===== src/design/m61dpa_pkg.sv =====
// Shared constants and types for the Mersenne-prime dot product accumulator.
`default_nettype none

package m61dpa_pkg;

  // Width of every operand and result port
  localparam int FIELD_W = 61;

  // Term selection held in the mode register
  typedef enum logic [1:0] {
    TERM_PRODUCT = 2'd0,
    TERM_SUM     = 2'd1,
    TERM_FIRST   = 2'd2,
    TERM_NONE    = 2'd3
  } term_mode_e;

endpackage

`default_nettype wire


===== src/design/m61dpa_front.sv =====
// Front end: input acceptance and reduction of both operands modulo the prime.
`default_nettype none

module m61dpa_front import m61dpa_pkg::*; #(
  parameter int PRIME_BITS = 61
) (
  input  wire logic [FIELD_W-1:0]      first_operand_i,
  input  wire logic [FIELD_W-1:0]      second_operand_i,
  input  wire logic                    last_i,
  input  wire logic                    in_valid_i,
  output logic                         in_stall_o,
  input  wire logic                    push_ready_i,
  output logic                         push_valid_o,
  output logic [2*PRIME_BITS:0]        push_data_o
);

  localparam int P    = PRIME_BITS;
  localparam int NCH  = (FIELD_W + PRIME_BITS - 1) / PRIME_BITS;
  localparam int PADW = NCH * PRIME_BITS;
  localparam int SUMW = PRIME_BITS + $clog2(NCH) + 1;
  localparam logic [P-1:0] PMASK = '1;

  logic [P-1:0] a_red;
  logic [P-1:0] b_red;

  // Add the P-wide chunks (2^P is 1 modulo p), fold twice, map p onto zero
  function automatic logic [P-1:0] reduce_field(input logic [FIELD_W-1:0] x);
    logic [PADW-1:0] pad;
    logic [SUMW-1:0] acc;
    logic [SUMW-1:0] f1;
    logic [P-1:0]    f2;
    pad = PADW'(x);
    acc = '0;
    for (int k = 0; k < NCH; k++) begin
      acc = acc + SUMW'(pad[k*P +: P]);
    end
    f1 = SUMW'(acc[P-1:0]) + (acc >> P);
    f2 = f1[P-1:0] + P'(f1 >> P);
    return (f2 == PMASK) ? '0 : f2;
  endfunction

  always_comb begin
    a_red = reduce_field(first_operand_i);
    b_red = reduce_field(second_operand_i);
  end

  assign in_stall_o   = !push_ready_i;
  assign push_valid_o = in_valid_i;
  assign push_data_o  = {last_i, a_red, b_red};

endmodule

`default_nettype wire


===== config.mk =====
export PLATFORM = sky130hd
export DESIGN_NAME = m61dpa_front
export DESIGN_NICKNAME = d
export VERILOG_FILES = /design/src/design/m61dpa_pkg.sv /design/src/design/m61dpa_front.sv
export SDC_FILE = /design/constraint.sdc
export NUM_CORES = 1
export LEC_CHECK = 0
export ABC_CLOCK_PERIOD_IN_PS = 1300
export BUFFER_PORTS_ARGS = -buffer_cell sky130_fd_sc_hd__buf_2
export CORE_AREA = 4 4 96 98
export DETAILED_ROUTE_END_ITERATION = 16
export DIE_AREA = 0 0 100 102
export MAX_ROUTING_LAYER = met4
export SLEW_MARGIN = 20
export SYNTH_ARGS = -nofsm -noshare
export SYNTH_HDL_FRONTEND = slang
export SYNTH_SLANG_ARGS = --single-unit

===== constraint.sdc =====
create_clock -name vclk -period 1.3
set_input_delay 0.065 -clock vclk [all_inputs]
set_output_delay 0.065 -clock vclk [all_outputs]
set_load 0.02 [all_outputs]

Yosys cells after proc, flatten, opt, wreduce, memory -nomap -nowiden
Cells that the tools add are included.
{"block": "op_classes", "addsub": 0, "mul": 0, "div": 0, "order_cmp": 0, "n_eq_ne": 2, "shifts": 0, "muxes": 2, "n_bitwise": 0, "n_reduce_logical": 1}
{"cell": "$eq A61 B61 Y1 const B", "n": 2}
{"cell": "$mux W61", "n": 2}
{"cell": "$logic_not A1 Y1", "n": 1}
{"block": "word_totals", "regBits": 0, "latch_bits": 0, "ramBits": 0, "rom_bits": 0, "word_cells": 5, "n_memories": 0}

Logic depth before layout (Yosys ltp)
{"block": "depth", "word_depth": 2, "ltp_mapped": 5, "ltp_nobuf": 4}

Worst setup path after synthesis
No wires, ideal clock.
{"block": "synth_path", "path_kind": "input to output", "startpoint": "input port second_operand_i[53]", "endpoint": "output port push_data_o[0]", "arrival_time_ns": 1.049, "t_required_ns": 1.235, "slack_ns": 0.186, "stages": 5, "n_path_buf": 1, "cell_sequence": "nand4_1 -> nor4_1 -> nand4_1 -> clkbuf_2 -> and2_2"}
{"block": "synth_via", "elab_chain_cells": 2}
{"item": "start: declaration", "line_no": "m61dpa_front.sv:8", "source": "input wire logic [FIELD_W-1:0] second_operand_i,"}
{"item": "$eq A61 B61 Y1", "line_no": "m61dpa_front.sv:39", "source": "return (f2 == PMASK) ? '0 : f2;"}
{"item": "$mux W61", "line_no": "m61dpa_front.sv:39"}
{"item": "end: declaration", "line_no": "m61dpa_front.sv:14", "source": "output logic [2*PRIME_BITS:0] push_data_o"}
No other way between the ends.

Worst setup path after layout
{"block": "layout_path", "startpoint": "input port second_operand_i[42]", "endpoint": "output port push_data_o[44]"}
Same word-level chain as after synthesis.

==> flow_results.org <==
** Route
- Number of vias per cell after detailed routing :: between 4 and 5
- Vias after detailed routing :: between 2,000 and 2,500
- After detailed routing, the number of remaining DRC violations is 0.
- The pre-antenna-repair detailed-routing pass consisted of 4 iterations.
- Number of DRC violations after detailed-routing iteration 0 :: 27
- Antenna-violating nets left :: 0
- The final layout contains routed wiring with a total length of around 8.9 mm.
- Dividing the detail-routed wire length by the instance count gives roughly 16 um.

** Synth
- The most common cell in the synthesized netlist is and2_2.
- Leading area contributor after synthesis :: and2_2
- Counting every net in the synthesized netlist gives 304.
- Seq/Total Area, Yosys :: 0
- Counting instances in the post-synthesis netlist gives the leading cell types as 122 x and2_2, 30 x nand4_1, 12 x clkbuf_2.
- Yosys synthesis warning count :: 0
- A synthesized cell averages 6.98 um^2.
- Gate Count Post-Synth :: about 180
- Proportion of netlist area held by the largest area contributor :: 0.733
- Post-Syn Area :: ~1200 um^2
- Yosys cell types :: 8
- Top cells by area, synth :: and2_2 73%, nand4_1 15%, clkbuf_2 4.8%, nor4_1 4.0%, buf_4 1.2%

** STA
- Transition time at the pin with the least slew margin :: 0.316 ns
- Of the available clock period, the critical path in the final layout requires 1.20.
- Setup violations remaining at the end of the flow were counted as roughly 120.
- Worst slew slack as a fraction of its limit :: 0.787
- Timing would allow up to roughly 640 MHz.
- The count of pins over their slew limit came to 0.
- The worst path in the final design needs a cycle of 1.56 ns, including I/O delays and setup.
- Setup repair after global routing could not meet its margin everywhere.
- Worst path setup slack after routing :: -0.257 ns
- Final Hold Violating Endpoints :: 0

** Final layout
- Share of cells above drive strength 1 :: 0.916
- From synthesis to final layout, the design area changed by 155%.
- After routing the design area is 3190 um^2.
- Across the whole layout, storage elements account for 0 um^2.
- In the finished design the tool counted flip-flops and latches totalling 0.
- Number of non-filler instances in the completed layout :: 550
- In the final design database the tool counted about 570 nets.
- 0 antenna diodes ended up in the layout.
- Final Util :: 0.377
- Clock buffer count in the final layout :: 0
- Counting the fill cells in the layout gives 870.

** Status
- The flow ran to the end, but the final reports show violations.
- The checks that failed: negative setup slack.

** Global route
- Number of antenna violations at the first check in global routing :: 0
- First-pass GRT wire length :: ~12 mm
- Summed over all layers, the global routing overflow is 0.
- Total GRT Usage :: 0.147
- Entering global routing, the biggest net connects 38 pins.
- The number of global-route vias before repair came to between 2,000 and 2,500.

** Power and ir drop
- Total power divided by cell area :: between 300 and 400 nW/um^2
- The analysis attributes to cell leakage a power of 0.00168 uW.
- IR analysis of the VDD net gives a maximum drop of about 0.19 mV.
- Overall power :: ~1100 uW

** Floorplanning
- In this run the core area contains 34 standard-cell rows.
- The initial utilization of the core area, before any placement, comes to 0.148.
- Die area :: 10,200 um^2
- The floorplan step set the die height to 102 um.
- 250 I/O pins were placed.
- In this run the horizontal extent of the chip is 100 um.
- Core footprint :: around 8500 um^2

** Placement
- Area post-placement :: roughly 2700 um^2
- At the end of routability-driven placement, the weighted congestion stood at roughly 0.85.
- Detailed placement finished with a half-perimeter wire length of roughly 7.3 mm.
- Port buffering added roughly 250 buffers.
- Total instance count after detailed placement :: about 550

** Setup path
- Data required time of the worst path :: around 1.2 ns
- Sort of element at the start of the critical path :: primary input
- STA classifies the critical path endpoint as a primary output.
- Category of the critical setup timing path :: in2out
- Maximum net fanout on the critical path :: 18
- STA puts the critical path data arrival time at 1.49 ns.

** Hold path
- Path category of the worst min-delay check :: in2out

** Job
- The tool flagged a number of max-cap violations equal to 0.

** Clock network
- In this run, post-CTS hold repair placed 0 buffers.
-- cell type report --
| class | count | area (um^2) | share of cell area |
|---|---|---|---|
| Inverter | 1 | 3.75 | 0.00118 |
| Multi-Input combinational cell | 164 | 1250 | 0.391 |
| Timing Repair Buffer | 277 | 1800 | 0.565 |
| Tap cell | 108 | 135 | 0.0424 |
-- per-stage QoR --
| step | hold WS [ns] | TNS [ns] | setup WS, ns |
|---|---|---|---|
| 2_1_floorplan | 0.207 | 0 | 0.186 |
| 3_3_place_gp | 0.130 | -23.20 | -0.255 |
| 3_5_place_dp | 0.130 | -24.40 | -0.262 |
| 4_1_cts | 0.130 | -20.73 | -0.232 |
| 5_1_grt | 0.130 | -28.62 | -0.306 |
| 6_report | 0.130 | -20.94 | -0.257 |
-- layout by cell type (no fill, tap or decap) --
cell / synthesis / routed
nand4_1: 30 / 30
buf_8: 0 / 1
and2_4: 0 / 33
nor4_1: 8 / 3
buf_4: 2 / 23
nand2_1: 2 / 2
buf_12: 0 / 1
clkbuf_16: 0 / 2
nor4_2: 0 / 5
buf_2: 0 / 203
nand3_2: 0 / 1
nand3_1: 2 / 1
buf_6: 0 / 47
inv_1: 1 / 1
and2_2: 122 / 89
-- final timing paths --
kind,start,end,slack (ns),cells past startpoint
worst max-delay path,second_operand_i[42],push_data_o[44],-0.26,8
worst min-delay path,in_valid_i,push_valid_o,0.13,0
-- critical path: stages --
cell and delay, ns:
buf_2 0.10, nand4_1 0.11, nor4_2 0.31, nand4_1 0.22
buf_6 0.20, buf_12 0.15, and2_2 0.19, buf_2 0.15
-- per-layer routing --
layer	routed length, um	track usage
met3	972	0.0239
met1	3250	0.169
met2	4520	0.272
met4	180	0.0290
met5	0	-
-- cell families after synthesis --
logic type | Yosys count | synth area share
buf+inv | 15 | 0.0631
simple gates | 164 | 0.937
-- power by group --
part	switching, uW	total (uW)	internal [uW]	leakage [uW]
clock network	0	0	0	0
registers	0	0	0	0
logic	537	1090	553	0.00168
total	537	1090	553	0.00168
-- timing repair --
action,in CTS,in global routing
gates cloned,0,4
setup endpoints to repair,122,122
setup buffers,0,1
pin swaps,2,19
gates resized for setup,32,91
(Power assumes the default switching activity.)
