**src/design/m61dpa_queue.sv**
```systemverilog
// Two-entry queue between the front end and the arithmetic back end.
`default_nettype none

module m61dpa_queue #(
  parameter int WIDTH = 123
) (
  input  wire logic             clk_i,
  input  wire logic             rst_ni,
  input  wire logic             push_valid_i,
  output logic                  push_ready_o,
  input  wire logic [WIDTH-1:0] push_data_i,
  output logic                  pop_valid_o,
  input  wire logic             pop_ready_i,
  output logic [WIDTH-1:0]      pop_data_o
);

  logic [WIDTH-1:0] entry_q [2];
  logic             wr_ptr_q, wr_ptr_d;
  logic             rd_ptr_q, rd_ptr_d;
  logic [1:0]       count_q, count_d;
  logic             push, pop;

  assign push_ready_o = (count_q != 2'd2);
  assign pop_valid_o  = (count_q != 2'd0);
  assign pop_data_o   = entry_q[rd_ptr_q];

  assign push = push_valid_i && push_ready_o;
  assign pop  = pop_valid_o && pop_ready_i;

  always_comb begin
    wr_ptr_d = push ? !wr_ptr_q : wr_ptr_q;
    rd_ptr_d = pop ? !rd_ptr_q : rd_ptr_q;
    count_d  = count_q + 2'(push) - 2'(pop);
  end

  always_ff @(posedge clk_i or negedge rst_ni) begin
    if (!rst_ni) begin
      wr_ptr_q <= 1'b0;
      rd_ptr_q <= 1'b0;
      count_q  <= 2'd0;
    end else begin
      wr_ptr_q <= wr_ptr_d;
      rd_ptr_q <= rd_ptr_d;
      count_q  <= count_d;
    end
  end

  always_ff @(posedge clk_i) begin
    if (push) begin
      entry_q[wr_ptr_q] <= push_data_i;
    end
  end

endmodule

`default_nettype wire

```
**config.mk**
```make
export PLATFORM = sky130hd
export DESIGN_NAME = m61dpa_queue
export DESIGN_NICKNAME = d
export VERILOG_FILES = /design/src/design/m61dpa_queue.sv
export SDC_FILE = /design/constraint.sdc
export NUM_CORES = 1
export LEC_CHECK = 0
export CORE_MARGIN = 1.5
export CORE_UTILIZATION = 50
export CTS_CLUSTER_DIAMETER = 40
export CTS_CLUSTER_SIZE = 14
export DETAILED_ROUTE_END_ITERATION = 8
export DONT_BUFFER_PORTS = 1
export REMOVE_ABC_BUFFERS = 1
export SYNTH_ARGS = -nofsm -noshare
export SYNTH_HDL_FRONTEND = slang
export SYNTH_SLANG_ARGS = --single-unit
```
**constraint.sdc**
```tcl
create_clock -name clk_i -period 6.9 [get_ports clk_i]
set_input_delay 1.725 -clock clk_i [delete_from_list [all_inputs] [get_ports clk_i]]
set_output_delay 1.725 -clock clk_i [all_outputs]
set_load 0.03 [all_outputs]
```
-- Word-level counts from Yosys, hierarchy flattened
Memories as Yosys holds them, arrays and structs flattened.
Index checks and enable logic that the tools add are counted.
- memory bits (writable): 246
- word-level logic and storage cells: 14
- output and inout port bits: 125
- bits in registers: 4
- memories kept: 1
- memories (name ; words ; width ; rd ports ; clocked after Yosys merged registers in ; wr ports ; line ; text):
    entry_q ; 2 ; 123 ; 1 ; 0 ; 1 ; 17 ; logic [WIDTH-1:0] entry_q [2];
- multiplexer cells: 2
- reduce and logical (&&, ||, !) cells: 5
- add/subtract/negate cells: 2
- eq/ne operators: 1
- operators with widths (kind ; number):
    $add 2x1->2 ; 1
    $logic_and 1x1->1 ; 2
    $logic_not 1->1 ; 2
    $mux 1 ; 2
    $ne 2x2->1 const B ; 1
    $reduce_bool 2->1 ; 1
    $sub 2x1->2 ; 1

-- Logic depth before layout (Yosys ltp)
Gate-level depths: netlist (run 1).
- depth after elaboration: 4
- gate-level depth with buffers: 5

-- Worst setup path before layout (run 1)
No wires, ideal clock.
- kind: input -> register
- start point: input port push_valid_i
- end point: memory entry_q[0][0], enable pin
- stages: 2
- slack: -0.629 ns
- path buffers: 0
- required time: 6.293 ns
- library setup time: 0.607 ns
- data arrival time: 6.922 ns
- cell sequence: nand2_1 -> nor2_1
- cells in the longest elaborated chain, start to end: 3
- RTL lines (element ; line ; text):
    start: declaration ; 9 ; input wire logic push_valid_i,
    $logic_and 1x1->1 ; 27 ; assign push = push_valid_i && push_ready_o;
    $mux 1 ; 49 ; if (push) begin
    $mux 1 (not written as such) ; 50 ; entry_q[wr_ptr_q] <= push_data_i;
    end: declaration ; 17 ;
No other way between the ends.

-- Worst setup path after layout (run 1)
- start point: register rd_ptr_q
- end point: output port pop_data_o[121]
- cells in the longest elaborated chain, start to end: 1
- RTL lines (element ; line ; text):
    start: declaration ; 19 ; logic rd_ptr_q, rd_ptr_d;
    start signal: assignment ; 43 ; rd_ptr_q <= rd_ptr_d;
    $mem_v2 2x123 ; n/a ;
    end: declaration ; 14 ; output logic [WIDTH-1:0] pop_data_o
No other way between the ends.

==> impl_metrics.env, run 1 <==
export IMPL_crit_buf_inv=1
export IMPL_grt_overflow_total=0
export IMPL_hold_depth=1
export IMPL_clock_path_buffers=3
export IMPL_vias=3733
export IMPL_intPower_uw=3676
export IMPL_coreArea_sq_um=18150
export IMPL_die_h_um=139.7
export IMPL_path_delay_family="flip-flops"
export IMPL_p_switching_uw=1897
export IMPL_slew_viol_final=0
export IMPL_drcViolationCount=14
export IMPL_clkTransAtPathRegs_ns=0.05
export IMPL_reg2reg_to="entry_q[1][7]$_DFFE_PP_"
export IMPL_dp_hpwl_mm=9.841
export IMPL_maxCapViolations=0
export IMPL_drive_gt1_frac=0.4123
export IMPL_routed_wl_mm=15.75
export IMPL_hold_viol_final=0
export IMPL_die_area_sq_um=19510
export IMPL_post_cts_resized=0
export IMPL_crit_path_end_kind="primary output"
export IMPL_arrival_ns=2.56
export IMPL_initial_core_util=0.5146
export IMPL_worst_path_max_delay_cell="dfrtp_4"
export IMPL_cts_sinks=250
export IMPL_path_cells="buf_4 -> mux2_2"
export IMPL_cts_setup_buffers=0
export IMPL_grtUsageTotal=0.1591
export IMPL_n_antenna_cell=0
export IMPL_multi_input_area_sq_um=1744
export IMPL_comb_power_share=0.300
export IMPL_synth_distinct_cells=19
export IMPL_grt_pass1_vias=4059
export IMPL_tightest_slew_ns=1.072
export IMPL_rsz0062_at_grt="no"
export IMPL_period_needed_ns=4.285
export IMPL_ys_ff_latch=250
export IMPL_layout_commonest_cell="edfxtp_1"
export IMPL_insertion_delay_ns=0.48
export IMPL_drtIter0Drc=241
export IMPL_port_buffer_count=0
export IMPL_final_nets=560
export IMPL_cp_data_required_time_ns=5.18
export IMPL_status="complete, but fails checks"
export IMPL_fillCellCount=1320
export IMPL_cp_max_fo=45
export IMPL_ff2ff_path_depth=3
export IMPL_syn_to_final_growth_pct=14.60
export IMPL_max_stage_delay_ns=0.80
export IMPL_layout_common_cells="edfxtp_1 (246), mux2_2 (63), mux2_4 (60), clkbuf_16 (37), clkinv_2 (7)"
export IMPL_min_from="wr_ptr_q$_DFFE_PN0P_"
export IMPL_r2r_start="count_q[0]$_DFF_PN0_"
export IMPL_syn_cell_area_sq_um=9339
export IMPL_viasPerCell=5.450
export IMPL_drt_pass1_iter_count=7
export IMPL_setup_viol=0
export IMPL_rows=49
export IMPL_layout_area_seq_sq_um=7491
export IMPL_fin_area_sq_um=10700
export IMPL_grt_max_degree=94
export IMPL_slew_headroom=0.2856
export IMPL_hold_path_class="reg -> reg"
export IMPL_wl_per_cell_um=22.99
export IMPL_htreeDepth=2
export IMPL_p_leak_uw=0.003703
export IMPL_die_x_um=139.7
export IMPL_num_io_pins=252
export IMPL_cts_buffers=35
export IMPL_root_buffer="clkbuf_16"
export IMPL_critPathLaunchType="flip-flop"
export IMPL_gp_congestion=0.7218
export IMPL_yosysWarnings=0
export IMPL_cts_tree="built"
export IMPL_power_density_nw_per_um2=520.8
export IMPL_syn_inst=405
export IMPL_yosysSeqAreaShare=0.8017
export IMPL_dp_slack_ns=3.075
export IMPL_antenna_left=0
export IMPL_crit_type="reg -> out"
export IMPL_peakVddDrop_uv=288.9
export IMPL_regToRegSetupSlack_ns=3.96
export IMPL_swShare=0.3404
export IMPL_placed_area_sq_um=9564
export IMPL_hold_end="wr_ptr_q$_DFFE_PN0P_"
export IMPL_avgSynthCellArea_sq_um=23.06
export IMPL_fin_skew_ns=0.01073
export IMPL_pwr_share_seq=0.397
export IMPL_grt_pass1_wl_mm=23.29
export IMPL_hold_buffers=0
export IMPL_antenna_found_initial=0
export IMPL_finalCritPeriodShare=0.6210
export IMPL_power_frac_clock=0.303
export IMPL_violations="design-rule violations"
export IMPL_finalWorstSetupSlack_ns=2.615
export IMPL_fmax_mhz=233.4
flip-flops by register name, indices dropped and copies added (netlist names):
name	cells
wr_ptr_q	1
rd_ptr_q	1
entry_q	246
count_q	2
worst register-to-register path: stages (launching register included):
cell	delay, ns
dfrtp_1	0.43
nand2b_1	0.41
and3_4	0.96
buf_4	0.72
kinds of logic (layout without fill, tap and decap cells):
family | Yosys count | after routing | synth area share
compound gates | 3 | 3 | 0.002545
xor+xnor | 3 | 3 | 0.002814
fa+ha+maj | 1 | 1 | 0.001340
buf+inv | 14 | 65 | 0.01286
flops | 250 | 250 | 0.8017
mux | 123 | 123 | 0.1724
simple gates | 11 | 11 | 0.006298
synthesized netlist by cell type, drive strengths merged:
library cell	count	share of area
edfxtp	246	0.79
mux2	123	0.17
buf	14	0.013
dfrtp	4	0.011
nor2	3	0.0012
xnor2	3	0.0028
nand2	2	0.00080
a311oi	1	0.00094
and3	1	0.00067
ha	1	0.0013
nand2b	1	0.00067
nand3	1	0.00054
nor2b	1	0.00067
nor4bb	1	0.0011
o21ai	1	0.00054
o21ba	1	0.0011
or2	1	0.00067
layer usage:
layer / share of wire / vias to the layer above / track usage
li1: - / 1673 / -
met1: 0.33 / 1853 / 0.1618
met2: 0.52 / 179 / 0.2763
met3: 0.13 / 28 / 0.08844
met4: 0.022 / 0 / 0.05374
met5: 0 / - / 0
power by group through the flow:
stage / logic (uW) / registers, uW / clock network [uW]
2_1_floorplan: 1480 / 2340 / 0
3_5_place_dp: 1710 / 2250 / 0
4_1_cts: 1710 / 2220 / 1730
6_report: 1670 / 2210 / 1690
3_3_place_gp: 1700 / 2230 / 0
5_1_grt: 1750 / 2250 / 1800
how the worst max path moves through the flow:
stage / to / depth (start not counted) / slack (ns) / start
after floorplan: entry_q[0][0]$_DFFE_PP_ / 2 / -0.63 / push_valid_i
after global placement: pop_data_o[29] / 2 / 3.10 / rd_ptr_q$_DFFE_PN0P_
after detailed placement: pop_data_o[121] / 2 / 3.07 / rd_ptr_q$_DFFE_PN0P_
after CTS: pop_data_o[121] / 2 / 2.54 / rd_ptr_q$_DFFE_PN0P_
after global routing: pop_data_o[121] / 2 / 2.46 / rd_ptr_q$_DFFE_PN0P_
final: pop_data_o[121] / 2 / 2.61 / rd_ptr_q$_DFFE_PN0P_
through the flow:
stage | power (uW) | TNS [ns] | hold slack, ns | utilization | cells
2_1_floorplan | 3827 | -77.39 | 0.4602 | - | 391
3_3_place_gp | 3926 | 0 | 0.5398 | 0.5270 | 624
3_5_place_dp | 3955 | 0 | 0.5519 | 0.5270 | 624
4_1_cts | 5660 | 0 | 0.5599 | 0.5898 | 685
5_1_grt | 5796 | 0 | 0.5880 | 0.5898 | 685
6_report | 5574 | 0 | 0.5585 | 0.5898 | 685
cell type report:
type                    instances  area share
repair buffers                  4    0.003975
well taps                     229     0.02677
clock inverters                19     0.01625
flip-flops and latches        250      0.6999
multi-input cells             141      0.1630
clock buffers                  42     0.09013
Power figures use the tool's default switching activity.
==> run 2: changes to the inputs <==
--- a/config.mk
+++ b/config.mk
@@ -5,12 +5,14 @@
 export SDC_FILE = /design/constraint.sdc
 export NUM_CORES = 1
 export LEC_CHECK = 0
+export ABC_AREA = 1
 export CORE_MARGIN = 1.5
 export CORE_UTILIZATION = 50
 export CTS_CLUSTER_DIAMETER = 40
 export CTS_CLUSTER_SIZE = 14
 export DETAILED_ROUTE_END_ITERATION = 8
 export DONT_BUFFER_PORTS = 1
+export PLACE_DENSITY = 0.68
 export REMOVE_ABC_BUFFERS = 1
 export SYNTH_ARGS = -nofsm -noshare
 export SYNTH_HDL_FRONTEND = slang
==> constraint.sdc (replaced) <==
create_clock -name clk_i -period 3.8 [get_ports clk_i]
set_input_delay 0.95 -clock clk_i [delete_from_list [all_inputs] [get_ports clk_i]]
set_output_delay 0.95 -clock clk_i [all_outputs]
set_load 0.03 [all_outputs]
==> run 2 against run 1 <==
The run now ends clean. Utilization fell by 2.2 points. Sequential power is 78% higher. Wire length increased by 10%. Worst hold slack lost 0.43 ns. Die area shrank 1.5%. Sequential cell count is the same. Highest routed layer unchanged.
==> impl_metrics.env, run 2 <==
export IMPL_status="complete, no violations"
export IMPL_synth_distinct_cells=14
export IMPL_largest_register="entry_q"
export IMPL_die_x_um=138.6
export IMPL_drcViolationCount=0
export IMPL_placed_area_sq_um=9369
export IMPL_syn_inst=674
export IMPL_top_regs="entry_q x246, count_q x2"
export IMPL_crit_top_cell="nand2_1"
export IMPL_syn_to_final_growth_pct=11.27
export IMPL_arrival_ns=2.21
export IMPL_hold_buffers=0
export IMPL_clkTransAtPathRegs_ns=0.05
export IMPL_total_power_uw=9553
export IMPL_largest_reg_flops=246
export IMPL_grt_max_degree=72
export IMPL_vias=4907
export IMPL_fmax_mhz=316.8
export IMPL_period_needed_ns=3.157
export IMPL_cts_buffers=29
export IMPL_max_stage_delay_ns=0.49
export IMPL_synth_top_area_cell="edfxtp_1"
export IMPL_cts_setup_buffers=0
export IMPL_port_buffer_count=0
export IMPL_insertion_delay_ns=0.52
export IMPL_crit_buf_inv=2
export IMPL_avgSynthCellArea_sq_um=13.64
export IMPL_cts_tree="built"
export IMPL_wl_per_cell_um=18.67
export IMPL_layout_cells_non_filler=932
export IMPL_slew_viol_final=0
export IMPL_yosysWarnings=0
export IMPL_path_delay_family="buffers and inverters"
export IMPL_initial_core_util=0.5099
export IMPL_ys_flop_type="edfxtp_1"
export IMPL_cts_sinks=250
export IMPL_antenna_found_initial=0
export IMPL_critPathLaunchType="flip-flop"
export IMPL_rows=49
export IMPL_worst_path_max_delay_cell="dfrtp_4"
export IMPL_layout_common_cells="nand2_1 (378), edfxtp_1 (246), clkbuf_16 (29), inv_1 (7)"
export IMPL_tightest_slew_ns=0.9312
export IMPL_slew_headroom=0.3792
export IMPL_final_nets=813
export IMPL_htreeDepth=1
export IMPL_n_antenna_cell=0
export IMPL_hold_viol_final=0
export IMPL_die_h_um=138.6
export IMPL_drtIter0Drc=272
export IMPL_grt_overflow_total=0
export IMPL_rsz0062_at_grt="no"
export IMPL_maxCapViolations=0
export IMPL_cp_data_required_time_ns=2.85
export IMPL_layout_commonest_cell="nand2_1"
export IMPL_crit_path_end_kind="primary output"
export IMPL_synth_edff_count=246
export IMPL_hold_path_class="in -> async"
export IMPL_p_leak_uw=0.003961
export IMPL_crit_type="reg -> out"
export IMPL_viasPerCell=5.265
export IMPL_cp_max_fo=69
export IMPL_peakVddDrop_uv=589.9
export IMPL_clock_path_buffers=3
export IMPL_die_area_sq_um=19200
export IMPL_grt_pass1_wl_mm=26.98
export IMPL_yosysSeqAreaShare=0.8146
export IMPL_dpl_cell_count=883
export IMPL_antenna_left=0
export IMPL_async_flop_share=0.01600
export IMPL_fin_area_sq_um=10230
export IMPL_synth_top_cell_area_share=0.8037
export IMPL_fin_util=0.5674
export IMPL_dp_hpwl_mm=11.22
export IMPL_fin_skew_ns=0.007877
export IMPL_post_cts_resized=0
export IMPL_grt_pass1_vias=5057
export IMPL_setup_tns_final_ns=0
export IMPL_power_density_nw_per_um2=934.0
export IMPL_synthTopCellsByCount="nand2_1 (378), edfxtp_1 (246), buf_2 (16)"
export IMPL_setup_viol=0
export IMPL_num_io_pins=252
export IMPL_path_cells="inv_4 -> buf_12 -> nand2_1 -> nand2_1"
export IMPL_ys_top_cells_by_area="edfxtp_1 (80%), nand2_1 (15%), dfrtp_1 (1.1%), buf_6 (0.98%), buf_2 (0.87%)"
export IMPL_gp_congestion=0.7256
export IMPL_syn_cell_area_sq_um=9191
export IMPL_synth_most_common_cell="nand2_1"
export IMPL_ys_ff_latch=250
export IMPL_drive_gt1_frac=0.07255
export IMPL_root_buffer="clkbuf_16"
export IMPL_routed_wl_mm=17.40
export IMPL_grtUsageTotal=0.1779
export IMPL_coreArea_sq_um=18020
export IMPL_drt_pass1_iter_count=5
export IMPL_finalCritPeriodShare=0.8308
==> run 2: cell count changes after synthesis, sizes merged, moves of 2 or more <==
cell,change
inv,+8
xnor2,-3
nor2,+2
buf,+13
mux2,-123
nand2,+376
==> run 2: cells by family after synthesis <==
logic type               after synthesis  share of synthesized area
AO/OA/AOI/OAI                          2                   0.001088
flip-flops                           250                     0.8146
buffers and inverters                 35                    0.02450
AND/OR/NAND/NOR                      385                     0.1575
adder cells (fa/ha/maj)                1                   0.001361
XOR/XNOR                               1                  0.0009531
==> run 2: report_power, final <==
| part | internal (uW) | switching (uW) |
|---|---|---|
| Clock | 1410 | 1030 |
| Sequential | 3780 | 154 |
| Combinational | 394 | 2800 |
| Total | 5580 | 3980 |
==> run 2: area by class of cell <==
class / count / area [sq um]
clock buffer: 32 / 737.0
fill: 1430 / 7797
timing repair buffer: 7 / 65.06
clock inverter: 17 / 121.4
inverter: 8 / 32.53
tap: 229 / 286.5
multi-input combinational: 389 / 1494
sequential: 250 / 7491
==> run 2: final timing paths <==
path | end | startpoint | slack (ns) | cells past startpoint
min in group clk_i | entry_q[1][108]$_DFFE_PP_ | push_data_i[108] | 0.52 | 0
setup / recovery | pop_data_o[91] | rd_ptr_q$_DFFE_PN0P_ | 0.64 | 4
hold reg to reg | count_q[0]$_DFF_PN0_ | count_q[0]$_DFF_PN0_ | 0.59 | 1
hold / removal | rd_ptr_q$_DFFE_PN0P_ | rst_ni | 0.13 | 0
setup reg to reg | entry_q[0][23]$_DFFE_PP_ | count_q[1]$_DFF_PN0_ | 1.46 | 4
max in group asynchronous | rd_ptr_q$_DFFE_PN0P_ | rst_ni | 3.59 | 0
==> run 2: worst register-to-register path, cell delays in order (launching register included) <==
cell and delay (ns):
dfrtp_1 0.42, nand2_1 0.35, nand2_1 0.28, nor2_4 0.15, buf_4 0.71
==> run 2: through the flow <==
| stage | worst slack [ns] | hold WS, ns |
|---|---|---|
| after floorplan | -3.012 | 0.4846 |
| after global placement | 1.195 | 0.5259 |
| after detailed placement | 1.147 | 0.5707 |
| after CTS | 0.5989 | 0.1106 |
| after global routing | 0.4685 | 0.1004 |
| final | 0.6431 | 0.1297 |
==> run 2: routing by layer <==
metal	part of all wire	track usage	wire length, um
met1	0.36	0.2025	6292
met2	0.49	0.2985	8515
met3	0.13	0.08736	2222
met4	0.021	0.05152	369
met5	0	0	0
